`src/rtl/vtpc_pkg.sv`:
```
// ----------------------------------------------------------------------------
// vtpc_pkg: shared types and constants for the version tag parser
// Character codes, tag length limit and parse phase encoding.
// ----------------------------------------------------------------------------
`default_nettype none

package vtpc_pkg;

  localparam int unsigned MaxTagLen = 64;
  localparam int unsigned CharW     = 16;
  localparam int unsigned NumW      = 32;
  localparam int unsigned CountW    = 8;
  localparam int unsigned CfgIdxW   = 8;
  localparam int unsigned SufPosW   = 3;
  localparam int unsigned SufLen    = 7;

  localparam logic [CharW-1:0] ChV    = 16'h0076;
  localparam logic [CharW-1:0] ChDot  = 16'h002E;
  localparam logic [CharW-1:0] ChDash = 16'h002D;
  localparam logic [CharW-1:0] ChZero = 16'h0030;

  // Configuration register indexes
  localparam logic [CfgIdxW-1:0] CfgCurMajor = 8'd0;
  localparam logic [CfgIdxW-1:0] CfgCurMinor = 8'd1;
  localparam logic [CfgIdxW-1:0] CfgCurPatch = 8'd2;
  localparam logic [CfgIdxW-1:0] CfgCurBuild = 8'd3;

  // Parse phase, one-hot
  typedef enum logic [5:0] {
    PH_V      = 6'b000001,
    PH_MAJOR  = 6'b000010,
    PH_MINOR  = 6'b000100,
    PH_PATCH  = 6'b001000,
    PH_SUFFIX = 6'b010000,
    PH_BUILD  = 6'b100000
  } phase_e;

  // Characters of the "-build." suffix by position
  function automatic logic [CharW-1:0] suffix_char(input logic [SufPosW-1:0] pos);
    logic [CharW-1:0] ch;
    case (pos)
      3'd0:    ch = 16'h002D;
      3'd1:    ch = 16'h0062;
      3'd2:    ch = 16'h0075;
      3'd3:    ch = 16'h0069;
      3'd4:    ch = 16'h006C;
      3'd5:    ch = 16'h0064;
      3'd6:    ch = 16'h002E;
      default: ch = 16'h0000;
    endcase
    return ch;
  endfunction

endpackage

`default_nettype wire

```
`src/rtl/version_tag_parse_compare.sv`:
```
// ----------------------------------------------------------------------------
// version_tag_parse_compare: streaming version tag parser and comparator
// Parses "vMAJOR.MINOR.PATCH-build.BUILD" one character per request and
// reports the numbers and whether the tag is newer than the installed one.
// ----------------------------------------------------------------------------
// Usage:
//   Input channel: one character per request (char_code_i, last_char_i),
//   taken when in_valid_i is high and in_stall_o is low. Every character
//   updates the parse state in the cycle it is taken, so one character
//   per cycle is sustained unless a held result stalls the input.
//   Output channel: one result per tag, registered. It appears on
//   out_valid_o in the cycle after the last character is taken and holds
//   while out_stall_i is high.
//   Throughput: 1 character per cycle while in_stall_o is low.
//   Stall: in_stall_o rises while a result is held by out_stall_i; the
//   input resumes in the cycle the result is taken.
//   Configuration: cfg_valid_i/cfg_ready_o write the installed version
//   (index 0..3 = major, minor, patch, build); other indexes are ignored.
//   Write only while no tag is in flight.
//   Reset: all parse state, the installed version and the output valid
//   clear at once; the block is ready in the first cycle after reset.
// ----------------------------------------------------------------------------
`default_nettype none

module version_tag_parse_compare (
  input  wire logic                         clk_i,
  input  wire logic                         rst_ni,
  // character input
  input  wire logic                         in_valid_i,
  output logic                              in_stall_o,
  input  wire logic [vtpc_pkg::CharW-1:0]   char_code_i,
  input  wire logic                         last_char_i,
  // result output
  output logic                              out_valid_o,
  input  wire logic                         out_stall_i,
  output logic                              tag_ok_o,
  output logic [vtpc_pkg::NumW-1:0]         ver_major_o,
  output logic [vtpc_pkg::NumW-1:0]         ver_minor_o,
  output logic [vtpc_pkg::NumW-1:0]         ver_patch_o,
  output logic [vtpc_pkg::NumW-1:0]         ver_build_o,
  output logic                              is_newer_o,
  // configuration write
  input  wire logic                         cfg_valid_i,
  output logic                              cfg_ready_o,
  input  wire logic [vtpc_pkg::CfgIdxW-1:0] cfg_index_i,
  input  wire logic [vtpc_pkg::NumW-1:0]    cfg_data_i
);
  import vtpc_pkg::*;

  // installed version
  logic [NumW-1:0] cur_major_q, cur_minor_q, cur_patch_q, cur_build_q;

  // parse state
  phase_e              phase_q, phase_d;
  logic [SufPosW-1:0]  suf_pos_q, suf_pos_d;
  logic [NumW-1:0]     accum_q, accum_d;
  logic [1:0]          dcount_q, dcount_d;
  logic                lead_zero_q, lead_zero_d;
  logic [NumW-1:0]     held_major_q, held_major_d;
  logic [NumW-1:0]     held_minor_q, held_minor_d;
  logic [NumW-1:0]     held_patch_q, held_patch_d;
  logic [CountW-1:0]   char_cnt_q, char_cnt_d;
  logic                failed_q, failed_d;

  // output register
  logic                out_valid_q, out_valid_d;
  logic                tag_ok_q, tag_ok_d;
  logic [NumW-1:0]     ver_major_q, ver_major_d;
  logic [NumW-1:0]     ver_minor_q, ver_minor_d;
  logic [NumW-1:0]     ver_patch_q, ver_patch_d;
  logic [NumW-1:0]     ver_build_q, ver_build_d;
  logic                is_newer_q, is_newer_d;

  logic                in_fire, out_fire;
  logic                is_digit;
  logic [3:0]          digit;
  logic [NumW+3:0]     acc_next;
  logic                ok;
  logic                newer;

  assign cfg_ready_o = 1'b1;
  assign in_stall_o  = out_valid_q && out_stall_i;
  assign in_fire     = in_valid_i && !in_stall_o;
  assign out_fire    = out_valid_q && !out_stall_i;

  // Decode digit and build accum * 10 + digit
  assign is_digit = (char_code_i[CharW-1:4] == ChZero[CharW-1:4]) &&
                    (char_code_i[3:0] <= 4'd9);
  assign digit    = char_code_i[3:0];
  assign acc_next = {1'b0, accum_q, 3'b000} + {3'b000, accum_q, 1'b0} +
                    {{NumW{1'b0}}, digit};

  // Parse one character
  always_comb begin
    phase_d      = phase_q;
    suf_pos_d    = suf_pos_q;
    accum_d      = accum_q;
    dcount_d     = dcount_q;
    lead_zero_d  = lead_zero_q;
    held_major_d = held_major_q;
    held_minor_d = held_minor_q;
    held_patch_d = held_patch_q;
    failed_d     = failed_q;
    char_cnt_d   = char_cnt_q;

    if (char_cnt_q >= CountW'(MaxTagLen)) begin
      failed_d = 1'b1;
    end
    if (char_cnt_q != {CountW{1'b1}}) begin
      char_cnt_d = char_cnt_q + CountW'(1);
    end

    if (!failed_d) begin
      case (phase_q)
        PH_V: begin
          if (char_code_i == ChV) begin
            phase_d = PH_MAJOR;
          end else begin
            failed_d = 1'b1;
          end
        end
        PH_MAJOR, PH_MINOR, PH_PATCH, PH_BUILD: begin
          if (is_digit) begin
            // take a digit: check leading zero, overflow, bump count
            if (dcount_q == 2'd0) begin
              lead_zero_d = (digit == 4'd0);
            end else if (lead_zero_q) begin
              failed_d = 1'b1;
            end
            if (acc_next[NumW+3:NumW] != 4'd0) begin
              failed_d = 1'b1;
            end
            accum_d = acc_next[NumW-1:0];
            if (dcount_q != 2'd2) begin
              dcount_d = dcount_q + 2'd1;
            end
          end else if (dcount_q != 2'd0 && phase_q == PH_MAJOR && char_code_i == ChDot) begin
            held_major_d = accum_q;
            accum_d      = '0;
            dcount_d     = 2'd0;
            lead_zero_d  = 1'b0;
            phase_d      = PH_MINOR;
          end else if (dcount_q != 2'd0 && phase_q == PH_MINOR && char_code_i == ChDot) begin
            held_minor_d = accum_q;
            accum_d      = '0;
            dcount_d     = 2'd0;
            lead_zero_d  = 1'b0;
            phase_d      = PH_PATCH;
          end else if (dcount_q != 2'd0 && phase_q == PH_PATCH && char_code_i == ChDash) begin
            held_patch_d = accum_q;
            accum_d      = '0;
            dcount_d     = 2'd0;
            lead_zero_d  = 1'b0;
            suf_pos_d    = SufPosW'(1);
            phase_d      = PH_SUFFIX;
          end else begin
            failed_d = 1'b1;
          end
        end
        PH_SUFFIX: begin
          if (suf_pos_q < SufPosW'(SufLen) && char_code_i == suffix_char(suf_pos_q)) begin
            if (suf_pos_q == SufPosW'(SufLen - 1)) begin
              suf_pos_d = '0;
              phase_d   = PH_BUILD;
            end else begin
              suf_pos_d = suf_pos_q + SufPosW'(1);
            end
          end else begin
            failed_d = 1'b1;
          end
        end
        default: begin
          failed_d = 1'b1;
        end
      endcase
    end
  end

  // Compare the finished tag against the installed version
  assign ok = !failed_d && phase_d == PH_BUILD && dcount_d != 2'd0;

  always_comb begin
    if (held_major_q != cur_major_q) begin
      newer = held_major_q > cur_major_q;
    end else if (held_minor_q != cur_minor_q) begin
      newer = held_minor_q > cur_minor_q;
    end else if (held_patch_q != cur_patch_q) begin
      newer = held_patch_q > cur_patch_q;
    end else begin
      newer = accum_d > cur_build_q;
    end
  end

  // Load the result register on the last character, drop it when taken
  always_comb begin
    out_valid_d = out_valid_q;
    tag_ok_d    = tag_ok_q;
    ver_major_d = ver_major_q;
    ver_minor_d = ver_minor_q;
    ver_patch_d = ver_patch_q;
    ver_build_d = ver_build_q;
    is_newer_d  = is_newer_q;
    if (out_fire) begin
      out_valid_d = 1'b0;
    end
    if (in_fire && last_char_i) begin
      out_valid_d = 1'b1;
      tag_ok_d    = ok;
      ver_major_d = ok ? held_major_q : '0;
      ver_minor_d = ok ? held_minor_q : '0;
      ver_patch_d = ok ? held_patch_q : '0;
      ver_build_d = ok ? accum_d : '0;
      is_newer_d  = ok && newer;
    end
  end

  // Parse state: advance per character, clear after the last one
  always_ff @(posedge clk_i or negedge rst_ni) begin
    if (!rst_ni) begin
      phase_q      <= PH_V;
      suf_pos_q    <= '0;
      accum_q      <= '0;
      dcount_q     <= 2'd0;
      lead_zero_q  <= 1'b0;
      held_major_q <= '0;
      held_minor_q <= '0;
      held_patch_q <= '0;
      char_cnt_q   <= '0;
      failed_q     <= 1'b0;
    end else if (in_fire) begin
      if (last_char_i) begin
        phase_q      <= PH_V;
        suf_pos_q    <= '0;
        accum_q      <= '0;
        dcount_q     <= 2'd0;
        lead_zero_q  <= 1'b0;
        held_major_q <= '0;
        held_minor_q <= '0;
        held_patch_q <= '0;
        char_cnt_q   <= '0;
        failed_q     <= 1'b0;
      end else begin
        phase_q      <= phase_d;
        suf_pos_q    <= suf_pos_d;
        accum_q      <= accum_d;
        dcount_q     <= dcount_d;
        lead_zero_q  <= lead_zero_d;
        held_major_q <= held_major_d;
        held_minor_q <= held_minor_d;
        held_patch_q <= held_patch_d;
        char_cnt_q   <= char_cnt_d;
        failed_q     <= failed_d;
      end
    end
  end

  // Installed version registers
  always_ff @(posedge clk_i or negedge rst_ni) begin
    if (!rst_ni) begin
      cur_major_q <= '0;
      cur_minor_q <= '0;
      cur_patch_q <= '0;
      cur_build_q <= '0;
    end else if (cfg_valid_i && cfg_ready_o) begin
      case (cfg_index_i)
        CfgCurMajor: cur_major_q <= cfg_data_i;
        CfgCurMinor: cur_minor_q <= cfg_data_i;
        CfgCurPatch: cur_patch_q <= cfg_data_i;
        CfgCurBuild: cur_build_q <= cfg_data_i;
        default: begin
        end
      endcase
    end
  end

  // Result valid
  always_ff @(posedge clk_i or negedge rst_ni) begin
    if (!rst_ni) begin
      out_valid_q <= 1'b0;
    end else begin
      out_valid_q <= out_valid_d;
    end
  end

  // Result payload
  always_ff @(posedge clk_i) begin
    tag_ok_q    <= tag_ok_d;
    ver_major_q <= ver_major_d;
    ver_minor_q <= ver_minor_d;
    ver_patch_q <= ver_patch_d;
    ver_build_q <= ver_build_d;
    is_newer_q  <= is_newer_d;
  end

  assign out_valid_o = out_valid_q;
  assign tag_ok_o    = tag_ok_q;
  assign ver_major_o = ver_major_q;
  assign ver_minor_o = ver_minor_q;
  assign ver_patch_o = ver_patch_q;
  assign ver_build_o = ver_build_q;
  assign is_newer_o  = is_newer_q;

endmodule

`default_nettype wire

```
`config.mk`:
```
export PLATFORM = sky130hd
export DESIGN_NAME = version_tag_parse_compare
export DESIGN_NICKNAME = d
export VERILOG_FILES = /design/src/rtl/vtpc_pkg.sv /design/src/rtl/version_tag_parse_compare.sv
export SDC_FILE = /design/constraint.sdc
export NUM_CORES = 1
export LEC_CHECK = 0
export BUFFER_PORTS_ARGS = -buffer_cell sky130_fd_sc_hd__buf_2
export CAP_MARGIN = 20
export CORE_MARGIN = 3
export CORE_UTILIZATION = 35
export CTS_BUF_LIST = sky130_fd_sc_hd__clkbuf_8
export DETAILED_ROUTE_END_ITERATION = 10
export PLACE_DENSITY = 0.55
export SLEW_MARGIN = 20
export SYNTH_ARGS = -nofsm -noshare
export SYNTH_HDL_FRONTEND = slang
export SYNTH_SLANG_ARGS = --single-unit
```
`constraint.sdc`:
```
create_clock -name clk_i -period 10.78 [get_ports clk_i]
set_input_delay 0.539 -clock clk_i [delete_from_list [all_inputs] [get_ports clk_i]]
set_output_delay 0.539 -clock clk_i [all_outputs]
set_load 0.02 [all_outputs]
```
==> results of run 1 <==
## worst reg2reg max path, cell delays in order, from the launching register on
cell and delay, ns:
dfrtp_1 0.37, inv_1 0.10, fa_1 0.56, inv_1 0.06, ha_1 0.30, a211oi_1 0.31
o21bai_1 0.17, a21oi_1 0.29, a211oi_1 0.12, a211o_1 0.31, a21oi_1 0.25, xor2_1 0.10
o21ai_0 0.38, ha_1 0.34, a21o_1 0.17, a21o_1 0.17, a221oi_1 0.28, o211ai_1 0.16
o221ai_1 0.25, o2111a_1 0.23, nor4b_2 0.05
## stage by stage
step	power [mW]	util	worst slack, ns
3_3_place_gp	2.00	0.384	5.08
4_1_cts	3.44	0.407	5.47
6_report	3.39	0.407	5.52
3_5_place_dp	2.01	0.384	5.06
2_1_floorplan	1.87	-	6.14
5_1_grt	3.54	0.407	5.17
## what timing repair did
item                      4_1_cts  5_1_grt
hold buffers                    1        0
resized for setup               0        0
setup buffers                   0        0
hold endpoints to repair       56        0
## how the worst max path moves through the flow
| stage | from | to | depth (start not counted) |
|---|---|---|---|
| 6_report | accum_q[0] | is_newer_o | 20 |
| 5_1_grt | accum_q[0] | is_newer_o | 15 |
| 4_1_cts | accum_q[2] | is_newer_o | 15 |
| 3_5_place_dp | char_code_i[3] | is_newer_o | 16 |
| 3_3_place_gp | char_code_i[3] | is_newer_o | 21 |
| 2_1_floorplan | char_code_i[3] | is_newer_o | 20 |
## kinds of logic after synthesis
logic type	Yosys count	synth area share
flops	408	0.496
other cells	1	0.000171
fa+ha+maj	197	0.113
mux	104	0.0533
simple gates	604	0.140
compound gates	497	0.139
xor+xnor	32	0.0128
buf+inv	260	0.0459
## registers in the layout, summed over array words and instances (netlist names)
name          cells
accum_q          32
cur_build_q      32
cur_major_q      32
cur_minor_q      32
cur_patch_q      32
held_major_q     32
held_minor_q     32
held_patch_q     32
ver_build_o      32
ver_major_o      32
ver_minor_o      32
ver_patch_o      32
char_cnt_q        8
phase_q           6
suf_pos_q         3
dcount_q          2
failed_q          1
is_newer_o        1
lead_zero_q       1
out_valid_o       1
tag_ok_o          1
## layer usage
| layer | GRT usage | routed length [um] |
|---|---|---|
| met5 | 0 | 18 |
| met2 | 0.314 | 29200 |
| met3 | 0.0285 | 2900 |
| met1 | 0.265 | 29300 |
| met4 | 0.0668 | 1750 |
## Yosys cell counts, types with 11 or more instances
library cell  count
a31oi_1          11
o211ai_1         12
o21ai_0         204
a21o_1           45
xor2_1           17
o31ai_1          36
ha_1            195
nand2b_1         46
nand4_1          35
inv_1           167
a21oi_1          99
nor3_1           22
nand2_1         213
clkbuf_1         75
clkbuf_2         11
nor2b_1          14
nor2_1           75
nand3_1          24
mux2_2          100
edfxtp_1        130
dfrtp_1         277
and2_1          127
a22o_1           25
xnor2_1          15
## power by group
part           switching [mW]  internal [mW]
logic                   0.204         0.0907
clock network           0.661          0.750
registers              0.0273           1.66
## cell type report
cell class,count,area share
clock inverter,47,0.00985
inverter,168,0.0253
timing repair buffer,210,0.0445
antenna,3,0.000299
multi-input combinational,1435,0.401
sequential,408,0.432
clock buffer,83,0.0454
tap,837,0.0417
==> results.toml, run 1 <==
[global_route]
grt_pass1_vias = 16900
antenna_found_initial = 3
grt_pass1_wl_um = 99700
overflow = 0
grt_max_degree = 185
grt_usage = 0.193

[synthesis]
netlist.area_leader.share = 0.317
synth_seq_area_share = 0.496
syn_area_um2 = 21900
synth.largest_area_cell = "dfrtp_1"
ys_types = 71
synth_nets = 2362
synth_area_per_cell_um2 = 10.4
ys.flop_type = "dfrtp_1"
yosys_warnings = 0
synth_edf_count = 130
ys_ff_latch = 408
yosys-top-cells-area = "dfrtp_1 (32%), edfxtp_1 (18%), ha_1 (11%)"
synth_cells = 2103
synth-async-reset-ratio = 0.681

[setup_path]
worst_setup_path_start_kind = "flip-flop"
cp-end-kind = "flip-flop"
worstPathRequired_ns = 11.14
critPathArrivalTime_ns = 5.61
reg2reg_to = "is_newer_o"
worstSetupPathType = "reg -> reg"
rr_startpoint = "accum_q[0]"
cp_slowest_cell = "fa_1"
path_cells = "inv_1 > fa_1 > inv_1 > ha_1 > a211oi_1 > o21bai_1 > a21oi_1 > a211oi_1 > a211o_1 > a21oi_1 > xor2_1 > o21ai_0 > ha_1 > a21o_1 > a21o_1 > a221oi_1 > o211ai_1 > o221ai_1 > o2111a_1 > nor4b_2"
cp_top_family = "compound AO/OA/AOI/OAI gates"
cpPeakStageDelay_ns = 0.56
reg2reg_setup_slack_ns = 5.52
worstPathMaxFanout = 3
r2r_cells = 20
path_buf_inv = 2

[route]
ant_nets = 0
routed_wl_um = 63200
drc = 0
detail_route.first_pass.iterations = 5
drtIter0Drc = 1272
vias = 16400
routedWlPerCell_um = 19.8
via_per_inst = 5.14

[clock_tree]
htreeDepth = 3
cts_buffer_depth = 3
clock_sink_count = 408
cts-buffers-inserted = 72
cts-root-buf = "clkbuf_8"
clk_pin_slew_ns = 0.06
cts_tree = "done"
clock_latency_ns = 0.65

[cells_and_area]
register_area_um2 = 10900
final_cells = 3191
fin_area_um2 = 25100
final_common_cell = "dfrtp_1"
nNetsFinal = 2554
fillCellCount = 6022
drive_above_1_share = 0.179
final_cell_mix = "dfrtp_1 (277), nand2_1 (212), o21ai_0 (204), inv_1 (196), ha_1 (195)"
multi_input_area_um2 = 10100
syn_to_final_growth_pct = 14.9

[power]
leakagePower_nw = 11.7
powerDensity_nw_per_um2 = 135
irDropWorstVdd_v = 0.0000643

[run_status]
status = "finished, final reports clean"

[timing]
rsz0062_at_grt = "false"
hold_ws_ns = 0.186
maxSlewViolCount = 0
period_needed_ns = 5.26
setup_tns_ns = 0
slew_headroom = 0.310
period_share = 0.488
skew_ns = 0.0278
worst_pin_slew_ns = 1.04
hold_viol_final = 0
fmax_mhz = 190
final-setup-viol-count = 0

[die]
dieArea_um2 = 65600
rows = 91
dieHeight_um = 256
io_pins = 195
core_um2 = 61800
die-width_um = 256
initial_core_util = 0.354

[place]
gp_congestion = 0.864
io_buffers = 193
dp_hpwl_um = 46300
dp_cells = 3057
placed_cell_area_um2 = 23700

[worst_hold_path]
hold_path_depth = 3
hold_path_end = "cur_major_q[15]"
holdCritStartpoint = "cfg_data_i[15]"
worstHoldPathType = "in -> reg"

[flow_run]
drv_cap = 0
Note: power is estimated with default switching activity, not from simulation.
==> inputs of run 2 (changes only) <==
==> constraint.sdc (replaced) <==
create_clock -name clk_i -period 4.85 [get_ports clk_i]
set_input_delay 0.2425 -clock clk_i [delete_from_list [all_inputs] [get_ports clk_i]]
set_output_delay 0.2425 -clock clk_i [all_outputs]
set_load 0.02 [all_outputs]
==> run 2 against run 1 <==
Compared with the run above: combinational power up 140%; maximum frequency up 14%; critical endpoint unchanged; largest power group unchanged; via count up 1.3%; critical path type unchanged; global-route usage down 0.42 points; sequential power up 120%; clock skew up 0.0075 ns.
==> results.toml, run 2 (synthesized netlist as in run 1, its figures left out) <==
[clock_tree]
cts_buffer_depth = 3
cts-root-buf = "clkbuf_8"
cts_tree = "done"
cts-buffers-inserted = 75
clock_sink_count = 408
clk_pin_slew_ns = 0.06
clock_latency_ns = 0.67
htreeDepth = 3

[global_route]
overflow = 0
antenna_found_initial = 0
grt_max_degree = 131
grt_util_met1 = 0.262
grt_pass1_vias = 16700
grt_usage = 0.189
grt_use_met2 = 0.305
grt_pass1_wl_um = 97400
grt_busiest_layer = "met2"
use_met3 = 0.0288

[die]
dieArea_um2 = 65600
initial_core_util = 0.354
core_um2 = 61800
io_pins = 195
die-width_um = 256
rows = 91
dieHeight_um = 256

[setup_path]
worst_setup_path_start_kind = "flip-flop"
cp_slowest_cell = "or4_4"
critPathArrivalTime_ns = 5.09
worstPathRequired_ns = 5.34
worstSetupPathType = "reg -> reg"
reg2reg_setup_slack_ns = 0.25
worstPathMaxFanout = 3
cpPeakStageDelay_ns = 0.53
path_cells = "inv_1 > fa_1 > buf_4 > fa_1 > nand2b_4 > a21oi_4 > buf_4 > nor2_1 > nor3_1 > o21ai_0 > nand3_1 > a21o_1 > inv_1 > ha_1 > nand4_1 > or4_4 > a31oi_2 > o221ai_1 > o2111a_1 > nor4b_2"
cp-end-kind = "flip-flop"

[power]
irDropWorstVdd_v = 0.000166
powerDensity_nw_per_um2 = 291
leakagePower_nw = 12.2

[timing]
fmax_mhz = 217
hold_viol_final = 0
slew_headroom = 0.304
hold_ws_ns = 0.0689
final-setup-viol-count = 0
period_needed_ns = 4.60
period_share = 0.949
maxSlewViolCount = 0
setup_tns_ns = 0
skew_ns = 0.0354
worst_pin_slew_ns = 1.04

[place]
io_buffers = 193
dp_hpwl_um = 46100
gp_congestion = 0.853

[cells_and_area]
final_cell_mix = "dfrtp_1 (277), nand2_1 (212), o21ai_0 (198), inv_1 (196), ha_1 (194)"
final_common_cell = "dfrtp_1"
drive_above_1_share = 0.205
syn_to_final_growth_pct = 19.6
fillCellCount = 5998
post-route-util = 0.423
nNetsFinal = 2653
insertedDiodeCount = 0

[route]
ant_nets = 0
detail_route.first_pass.iterations = 5
drc = 0
routedWlPerCell_um = 19.0
routed_wl_um = 62600
drtIter0Drc = 1236
via_per_inst = 5.05
vias = 16600

[run_status]
status = "finished, final reports clean"

[flow_run]
drv_cap = 0

[worst_hold_path]
worstHoldPathType = "in -> reg"
==> run 2: changes by cell type in the layout (fill, tap and decap cells not counted), moves of 4 or more <==
cell,previous run,this run
buf_4,15,67
dlygate4sd3_1,1,41
a21oi_1,98,92
o21ai_0,204,198
a21oi_2,0,5
o21ai_1,2,7
buf_12,1,5
==> run 2: final cells by class <==
class                      instances  area, um^2  share of cell area
sequential                       408       10900               0.415
multi-input combinational       1435       10200               0.390
timing repair buffer             306        1990              0.0760
clock buffer                      83        1140              0.0436
tap                              837        1050              0.0400
inverter                         168         636              0.0243
clock inverter                    56         305              0.0117
==> run 2: timing repair <==
item,in CTS,in global routing
resized for setup,2,27
setup buffers,0,1
hold buffers,41,0
endpoints found under the setup margin,1,1
cloned,0,0
pin swaps,0,17
hold endpoints to repair,195,0
==> run 2: power breakdown <==
part	internal (mW)	total (mW)	leakage [nW]	switching (mW)
Combinational	0.236	0.691	6.50	0.455
Clock	1.65	3.19	0.853	1.53
Sequential	3.68	3.74	4.89	0.0574
==> run 2: critical path: cells and delay by family, from the launching register on <==
family          cells  cell delay [ns]
buf+inv             4             0.43
flops               1             0.37
simple gates        7             1.48
fa+ha+maj           3             1.17
compound gates      6             0.98
==> run 2: final timing paths <==
kind / depth (start not counted) / to / from
min in group asynchronous: 2 / char_cnt_q[5] / rst_ni
worst max-delay path: 20 / is_newer_o / accum_q[0]
worst max register to register: 20 / is_newer_o / accum_q[0]
worst min register to register: 2 / failed_q / failed_q
worst min-delay path: 5 / lead_zero_q / char_code_i[3]
max in group asynchronous: 3 / cur_major_q[0] / rst_ni
==> run 2: per-layer routing <==
layer	routed length (um)	share of wire	up-vias
met2	29200	0.47	386
met5	0	0	-
met4	1140	0.018	0
met1	29300	0.47	8109
li1	-	-	8057
met3	2880	0.046	71
==> run 2: through the flow <==
step | setup slack (ns) | power, mW | instances | instance area, um^2
after global routing | -0.0359 | 7.97 | 3293 | 26200
after detailed placement | -0.148 | 4.47 | 3112 | 24200
final | 0.247 | 7.61 | 3293 | 26200
after floorplan | 0.435 | 4.16 | 2103 | 21900
after CTS | 0.0235 | 7.74 | 3292 | 26100
after global placement | -0.0788 | 4.45 | 3112 | 24200
==> inputs of run 3 (changes only) <==
--- a/config.mk
+++ b/config.mk
@@ -9,7 +9,7 @@
 export CAP_MARGIN = 20
 export CORE_MARGIN = 3
 export CORE_UTILIZATION = 35
-export CTS_BUF_LIST = sky130_fd_sc_hd__clkbuf_8
+export CTS_BUF_LIST = sky130_fd_sc_hd__clkbuf_16
 export DETAILED_ROUTE_END_ITERATION = 10
 export PLACE_DENSITY = 0.55
 export SLEW_MARGIN = 20
==> run 3 against run 2 <==
Compared with the run above: worst setup slack got worse by 0.0098 ns; die area is the same; worst hold slack got worse by 0.029 ns; sequential power barely moved; cell count is 1.8% lower; critical path depth grew 2; sequential cell count is the same; critical endpoint unchanged.
==> results.toml, run 3 (synthesized netlist as in run 1, its figures left out) <==
[setup_path]
worst_setup_path_start_kind = "flip-flop"
worstPathMaxFanout = 3
worstSetupPathType = "reg -> reg"
critPathArrivalTime_ns = 4.90
cp-end-kind = "flip-flop"
worstPathRequired_ns = 5.14

[cells_and_area]
nNetsFinal = 2618
final_cell_mix = "dfrtp_1 (277), nand2_1 (212), o21ai_0 (197), ha_1 (193), buf_2 (192)"
drive_above_1_share = 0.202
final_common_cell = "dfrtp_1"
final_cells = 3233
syn_to_final_growth_pct = 20.2
fillCellCount = 5947

[timing]
period_share = 0.951
setup_tns_ns = 0
slew_headroom = 0.316
hold_viol_final = 0
hold_ws_ns = 0.0396
worst_pin_slew_ns = 1.03
maxSlewViolCount = 0
final-setup-viol-count = 0
fmax_mhz = 217
fin_ws_ns = 0.237
skew_ns = 0.0106
period_needed_ns = 4.61

[place]
io_buffers = 193
dp_cells = 3112
gp_congestion = 0.853
place_ws_ns = -0.148
dp_hpwl_um = 46100

[global_route]
antenna_found_initial = 0
grt_max_degree = 131
grt_usage = 0.186
grt_pass1_vias = 16300
overflow = 0
grt_pass1_wl_um = 96400

[power]
leakagePower_nw = 12.2
powerDensity_nw_per_um2 = 310
power.total_mw = 8.16
irDropWorstVdd_v = 0.000241

[die]
dieHeight_um = 256
die-width_um = 256
core_um2 = 61800
rows = 91
initial_core_util = 0.354
dieArea_um2 = 65600
io_pins = 195

[route]
drtIter0Drc = 1151
via_per_inst = 5.07
vias = 16400
routed_wl_um = 61900
routedWlPerCell_um = 19.1
ant_nets = 0
detail_route.first_pass.iterations = 7
drc = 0

[clock_tree]
cts_tree = "done"
cts-buffers-inserted = 45
clk_pin_slew_ns = 0.06
clock_sink_count = 408
clock_latency_ns = 0.58
cts-root-buf = "clkbuf_16"
cts_buffer_depth = 3
htreeDepth = 2

[flow_run]
drv_cap = 0

[worst_hold_path]
worstHoldPathType = "in -> reg"

[run_status]
status = "finished, final reports clean"
[run 3: cell type report]
| cell class | count | area, um^2 | share of cell area |
|---|---|---|---|
| clock buffers | 48 | 1200 | 0.0457 |
| multi-input cells | 1435 | 10200 | 0.388 |
| well taps | 837 | 1050 | 0.0398 |
| clock inverters | 35 | 414 | 0.0157 |
| flip-flops and latches | 408 | 10900 | 0.413 |
| diodes | 1 | 2.50 | 0.0000951 |
| repair buffers | 301 | 1930 | 0.0734 |
| inverters | 168 | 636 | 0.0242 |
[run 3: final timing paths]
kind / start / end / slack [ns] / cells after the start
setup / recovery: accum_q[0] / is_newer_o / 0.24 / 22
hold / removal: cfg_data_i[0] / cur_major_q[0] / 0.04 / 2
setup reg to reg: accum_q[0] / is_newer_o / 0.24 / 22
hold reg to reg: failed_q / failed_q / 0.49 / 2
max in group asynchronous: rst_ni / held_major_q[4] / 3.53 / 3
min in group asynchronous: rst_ni / char_cnt_q[1] / 0.20 / 2
[run 3: routing by layer]
metal / GRT usage / wire [um] / up-vias
met1: 0.261 / 29000 / 7971
met4: 0.0480 / 1380 / 0
met2: 0.303 / 28700 / 377
li1: - / - / 7959
met5: 0 / 0 / -
met3: 0.0273 / 2860 / 80
[run 3: report_power, final]
group	leakage, nW	internal (mW)	switching [mW]
Clock	0.823	2.28	1.46
Combinational	6.48	0.235	0.455
Sequential	4.89	3.68	0.0572
[run 3: repair_timing]
item                                   4_1_cts  5_1_grt
endpoints found under the hold margin      151        0
resized for setup                            2       31
setup endpoints to repair                    1        1
hold buffers                                33        0
pin swaps                                    0       20
gates cloned                                 0        0
setup buffers                                0        4
[run 3: through the flow]
step	area, um^2	util
floorplan	21900	-
global placement	24200	0.391
detailed placement	24200	0.391
CTS	26200	0.423
global route	26300	0.425
finish	26300	0.425
[run 3: worst max-delay path, stage by stage, from the launching register on]
cell and delay [ns]:
dfrtp_1 0.37, inv_1 0.09, fa_1 0.45, buf_4 0.16, fa_1 0.44, nand2b_4 0.18
a21oi_4 0.16, o211ai_1 0.15, nand3_2 0.14, a21oi_2 0.08, o21ai_1 0.18, xor2_1 0.16
nand2_1 0.11, nand2_1 0.13, ha_1 0.26, nand4_1 0.14, nor2_2 0.06, buf_4 0.13
a221oi_2 0.25, o211ai_1 0.14, o221ai_1 0.23, o2111a_1 0.23, nor4b_2 0.05
